--- config.mk ---
export PLATFORM = sky130hd
export DESIGN_NAME = src16_alu
export DESIGN_NICKNAME = d
export VERILOG_FILES = /design/src/rtl/core/src16_pkg.sv /design/src/rtl/core/src16_alu.sv
export SDC_FILE = /design/constraint.sdc
export NUM_CORES = 1
export LEC_CHECK = 0
export ABC_CLOCK_PERIOD_IN_PS = 13800
export BUFFER_PORTS_ARGS = -buffer_cell sky130_fd_sc_hd__buf_2
export CAP_MARGIN = 0
export CORE_ASPECT_RATIO = 2
export CORE_MARGIN = 1.5
export CORE_UTILIZATION = 52
export DETAILED_ROUTE_END_ITERATION = 8
export PLACE_DENSITY = 0.76
export SLEW_MARGIN = 5
export SYNTH_ARGS = -nofsm -noshare
export SYNTH_HDL_FRONTEND = slang
export SYNTH_SLANG_ARGS = --single-unit
export TNS_END_PERCENT = 5
--- constraint.sdc ---
create_clock -name clk -period 13.8 [get_ports clk]
set_input_delay 3.45 -clock clk [delete_from_list [all_inputs] [get_ports clk]]
set_output_delay 3.45 -clock clk [all_outputs]
set_load 0.02 [all_outputs]
--- src/rtl/core/src16_pkg.sv ---
// Shared types, opcodes and helpers of the 16-bit core.
`timescale 1ns / 1ps
`default_nettype none
package src16_pkg;

	localparam int unsigned AddrW  = 16;
	localparam int unsigned DataW  = 16;
	localparam int unsigned NumGpr = 8;

	localparam logic [15:0] PC_RESET   = 16'h8200;
	localparam logic [15:0] OS_BASE    = 16'h8000;
	localparam logic [15:0] OS_DATA    = 16'hA000;
	localparam logic [15:0] USR_DATA   = 16'h4000;
	localparam logic [15:0] USR_CODE_D = 16'h2000;

	// Opcodes, bits 15:12
	localparam logic [3:0] OPC_BR    = 4'd0;
	localparam logic [3:0] OPC_ARITH = 4'd1;
	localparam logic [3:0] OPC_CMP   = 4'd2;
	localparam logic [3:0] OPC_JSR   = 4'd4;
	localparam logic [3:0] OPC_LOGIC = 4'd5;
	localparam logic [3:0] OPC_LDR   = 4'd6;
	localparam logic [3:0] OPC_STR   = 4'd7;
	localparam logic [3:0] OPC_RTI   = 4'd8;
	localparam logic [3:0] OPC_CONST = 4'd9;
	localparam logic [3:0] OPC_SHIFT = 4'd10;
	localparam logic [3:0] OPC_JMP   = 4'd12;
	localparam logic [3:0] OPC_HICON = 4'd13;
	localparam logic [3:0] OPC_TRAP  = 4'd15;

	// Status codes
	localparam logic [2:0] ST_OK        = 3'd0;
	localparam logic [2:0] ST_USR_FETCH = 3'd1;
	localparam logic [2:0] ST_DATA_EXE  = 3'd2;
	localparam logic [2:0] ST_CODE_ACC  = 3'd3;
	localparam logic [2:0] ST_OS_ACC    = 3'd4;
	localparam logic [2:0] ST_BAD_OPC   = 3'd5;

	// Flag codes
	localparam logic [2:0] NZP_P = 3'd1;
	localparam logic [2:0] NZP_Z = 3'd2;
	localparam logic [2:0] NZP_N = 3'd4;

	typedef enum logic [2:0] {
		S_IDLE, S_FETCH, S_RDA, S_RDB, S_EXEC, S_MEMW, S_WB
	} seq_state_t;

	typedef enum logic [3:0] {
		ALU_ADD, ALU_SUB, ALU_MUL, ALU_AND, ALU_OR, ALU_XOR, ALU_NOT,
		ALU_SLL, ALU_SRA, ALU_SRL, ALU_DIV, ALU_MOD, ALU_CMPS, ALU_CMPU, ALU_PASS
	} alu_op_t;

	typedef struct packed {
		alu_op_t op;
		logic    start;
	} alu_ctl_t;

	function automatic logic [2:0] nzp_of(input logic [15:0] v);
		logic [2:0] r;
		if (v == 16'd0)
			r = NZP_Z;
		else if (v[15])
			r = NZP_N;
		else
			r = NZP_P;
		return r;
	endfunction

endpackage
`default_nettype wire

--- src/rtl/core/src16_alu.sv ---
// Shared arithmetic unit with an iterative divider.
`timescale 1ns / 1ps
`default_nettype none
module src16_alu (
	input  wire logic                 clk,
	input  wire logic                 arst_n,
	input  wire src16_pkg::alu_ctl_t  ctl,
	input  wire logic [15:0]          a,
	input  wire logic [15:0]          b,
	output logic      [15:0]          res,
	output logic      [2:0]           flags,
	output logic                      done
);
	logic [15:0] rem_q, quo_q;
	logic [4:0]  cnt_q;
	logic        busy_q, fin_q;
	logic [16:0] r17, diff;
	logic        is_div;
	logic [31:0] prod;

	assign is_div = (ctl.op == src16_pkg::ALU_DIV) || (ctl.op == src16_pkg::ALU_MOD);
	assign r17    = {rem_q, quo_q[15]};
	assign diff   = r17 - {1'b0, b};
	assign prod   = a * b;

	// Restoring divide, one quotient bit per cycle
	always_ff @(posedge clk or negedge arst_n) begin
		if (!arst_n) begin
			busy_q <= 1'b0;
			fin_q  <= 1'b0;
			cnt_q  <= 5'd0;
		end else if (ctl.start) begin
			busy_q <= 1'b1;
			fin_q  <= 1'b0;
			cnt_q  <= 5'd16;
		end else if (busy_q) begin
			cnt_q <= cnt_q - 5'd1;
			if (cnt_q == 5'd1) begin
				busy_q <= 1'b0;
				fin_q  <= 1'b1;
			end
		end
	end

	always_ff @(posedge clk) begin
		if (ctl.start) begin
			rem_q <= 16'd0;
			quo_q <= a;
		end else if (busy_q) begin
			rem_q <= diff[16] ? r17[15:0] : diff[15:0];
			quo_q <= {quo_q[14:0], ~diff[16]};
		end
	end

	assign done = !is_div || (b == 16'd0) || (fin_q && !ctl.start);

	// Select the operation
	always_comb begin
		res   = 16'd0;
		flags = src16_pkg::NZP_Z;
		case (ctl.op)
			src16_pkg::ALU_ADD:  res = a + b;
			src16_pkg::ALU_SUB:  res = a - b;
			src16_pkg::ALU_MUL:  res = prod[15:0];
			src16_pkg::ALU_AND:  res = a & b;
			src16_pkg::ALU_OR:   res = a | b;
			src16_pkg::ALU_XOR:  res = a ^ b;
			src16_pkg::ALU_NOT:  res = ~a;
			src16_pkg::ALU_SLL:  res = a << b[3:0];
			src16_pkg::ALU_SRA:  res = 16'($signed(a) >>> b[3:0]);
			src16_pkg::ALU_SRL:  res = a >> b[3:0];
			src16_pkg::ALU_DIV:  res = (b == 16'd0) ? 16'd0 : quo_q;
			src16_pkg::ALU_MOD:  res = (b == 16'd0) ? 16'd0 : rem_q;
			src16_pkg::ALU_CMPS: begin
				if ($signed(a) > $signed(b))
					flags = src16_pkg::NZP_P;
				else if (a == b)
					flags = src16_pkg::NZP_Z;
				else
					flags = src16_pkg::NZP_N;
			end
			src16_pkg::ALU_CMPU: begin
				if (a > b)
					flags = src16_pkg::NZP_P;
				else if (a == b)
					flags = src16_pkg::NZP_Z;
				else
					flags = src16_pkg::NZP_N;
			end
			default: res = b;
		endcase
	end
endmodule
`default_nettype wire

==> metrics <==
crit path launch type=input pin; total negative setup slack=0 ns; vias in the first global route=11,500; metal3 WL=4680 um; Netlist cell types=82; CP bufs+invs=7; leakage power=5.05 nW; worst-skew pair later-pin latency=0.31 ns; antenna violations before repair=1; total power=1.86 mW; crit-path max cell delay=0.54 ns; Via density=6.83; internal power=806 uW; skew final=0.00610 ns; Worst VDD drop=207 uV; CTS buffer count=5; CP arrival=9.52 ns; Syn Std Cell Area=10,500 sq um; core area=19,800 sq um; status=finished clean; clock buffer depth=2; DP HPWL=38,800 um; First-pass DRT Iterations=8; Max Cap Viol=0; die extent in y=204 um; Port-buffer cells=58; Hold/Removal Path Class=register to register; Comb pwr share=0.814; critical-path maximum fanout=11; clock root cell=clkbuf_16; Critical Path, Cell by Cell=buf_2 > clkinv_1 > nor2_1 > fa_1 > inv_1 > fa_1 > fa_1 > fa_1 > inv_1 > fa_1 > inv_1 > fa_1 > inv_1 > ha_1 > and2_1 > a22oi_1 > o31ai_1 > o41ai_1 > xnor2_1 > nand2_1 > a41oi_1 > buf_2; ant diodes=0; Sw Pwr=1.06 mW; GP Congestion=1.10; layout cells sized above 1=0.0917; RSZ-0062 raised after global routing=no; gr usage total=0.490; Setup CP Type=input pin to output port; FP Rows=73; area of the die=21,000 sq um; Synth Warn #=0; switching share of power=0.567; largest net degree at the start of global routing=48; Vias=11,300; Crit path required time=10.35 ns; Synth Instances=1,391; Routed Antenna Nets=0; Routed met1 length=15,400 um; Area Overhead vs Synth=5.73%; fmax=77.1 MHz; kind of end point of the critical path=output port; Final Max Tran Viols=0; # H-tree levels=2; 1st-iter DRT viols=1,094; Die X=103 um; Initial Util=0.527; Slew headroom=0.147; grt total ovfl=0; worst-margin pin slew=1.27 ns; Post-Syn Nets=1,630; NumNets Final=1,634; Post-synth top flop=edfxtp_1; CTS Hold Buffers Added=0; Top delay family on crit path=adder cells; Clock transition at path regs=0.07 ns; Fin. Hold Viols=0; Setup violations, final=0; PD cells=168 nW/um^2; final worst-path cycle share=0.940; met2 WL=23,300 um; Reg power frac=0.119; flops & latches, synth=39; # clock sinks=39; WL final=50,000 um; WL per Instance=30.2 um; CP max-delay cell=fa_1; first-pass GRT wire length=72,500 um; DR top layer=met4; power share of the clock group=0.067; post_cts resized=0; Remaining DRCs=0; most used cell, CP=fa_1; sequential area share after synthesis=0.0934; EDFF count, synth=16; Post-Syn Area per Cell=7.51 sq um; I/O Pins=59; asr flop ratio synth=0.179; CTS tree=yes; postcts setup bufs=0; clock period minus worst slack=12.97 ns
==> Yosys cell counts, types with 7 or more instances <==
library cell	count	share of area
edfxtp_1	16	0.046
o21a_1	11	0.0079
or3_1	9	0.0054
nor3_1	35	0.017
xnor2_1	43	0.036
nand3_1	30	0.014
fa_1	82	0.16
mux2i_1	15	0.014
a311oi_1	15	0.013
nand2b_1	12	0.0072
a211oi_1	23	0.017
a221o_1	7	0.0067
a21oi_1	76	0.036
inv_1	169	0.061
o221ai_1	11	0.0092
a21o_1	14	0.010
xor2_1	7	0.0059
dfxtp_1	16	0.031
nor2b_1	15	0.0090
a22oi_1	22	0.016
ha_1	118	0.14
o32a_1	7	0.0067
buf_1	10	0.0036
a221oi_1	7	0.0059
and2_1	7	0.0042
o22ai_1	14	0.0084
dfrtp_1	7	0.017
nand2_1	133	0.048
clkbuf_1	67	0.024
o21ai_0	65	0.031
nor2_1	174	0.062
nor4_1	9	0.0054
mux2_2	21	0.023
==> worst reg2reg max path, cell delays in order (launching register included) <==
cell and delay (ns):
edfxtp_1 0.48, inv_1 0.09, ha_1 0.18, fa_1 0.22, and2b_1 0.22, o21ai_2 0.20
a211o_1 0.26, a21oi_2 0.08, or4b_4 0.54, a21oi_1 0.97, nor2_1 0.17, o311ai_0 0.38
==> cell usage in the layout (no fill, tap or decap), drive strengths merged, types with 15 or more instances in the layout <==
master	synthesis	final
a211oi	23	23
a21o	16	16
a21oi	79	79
a22oi	22	22
a311oi	15	15
buf	11	75
dfxtp	16	16
edfxtp	16	16
fa	82	82
ha	118	118
inv	170	172
mux2	21	21
mux2i	15	15
nand2	133	133
nand3	30	30
nor2	174	174
nor2b	15	15
nor3	35	35
o21ai	67	67
xnor2	43	43
==> registers in the layout, indices dropped and copies added, names as in the netlist <==
signal / count
busy_q: 1
cnt_q: 5
fin_q: 1
quo_q: 16
rem_q: 16
==> worst paths after layout <==
kind | start | end | slack, ns | depth (start not counted)
min in group asynchronous | arst_n | cnt_q[4] | 2.97 | 1
min | cnt_q[4] | cnt_q[4] | 0.53 | 2
max reg2reg | quo_q[15] | rem_q[0] | 9.90 | 11
max | b[5] | res[14] | 0.83 | 22
max in group asynchronous | arst_n | fin_q | 10.68 | 1
min reg2reg | cnt_q[4] | cnt_q[4] | 0.53 | 2
==> cell families after synthesis <==
logic type / share of synthesized area
multiplexers: 0.0413
AO/OA/AOI/OAI: 0.240
AND/OR/NAND/NOR: 0.192
XOR/XNOR: 0.0441
adder cells (fa/ha/maj): 0.298
buffers and inverters: 0.0916
flip-flops: 0.0934
==> final cells by class <==
type / instances / area (sq um)
clock buffer: 5 / 125
clock inverter: 3 / 22.5
fill: 1976 / 8770
inverter: 175 / 657
multi-input combinational: 1099 / 8530
sequential: 39 / 976
tap: 262 / 328
timing repair buffer: 75 / 418
==> metrics by stage <==
stage	hold WS (ns)	util	cells	setup slack, ns	instance area, sq um
after floorplan	0.466	-	1391	0.888	10500
final	0.527	0.558	1658	0.831	11100
after global routing	0.564	0.558	1658	0.454	11100
after CTS	0.528	0.558	1658	0.872	11100
after detailed placement	0.509	0.550	1650	0.873	10900
after global placement	0.503	0.550	1650	0.924	10900
==> metal layers <==
metal / GRT usage / up-vias
li1: - / 4863
met1: 0.467 / 5372
met2: 0.787 / 740
met3: 0.153 / 352
met4: 0.500 / 0
met5: 0.00769 / -
==> power groups by stage <==
stage	Combinational [mW]	Clock [mW]	Sequential, mW
global placement	1.41	0	0.217
CTS	1.44	0.125	0.215
detailed placement	1.43	0	0.217
floorplan	0.988	0	0.185
finish	1.52	0.124	0.222
global route	1.65	0.128	0.219
Power figures use the tool's default switching activity.
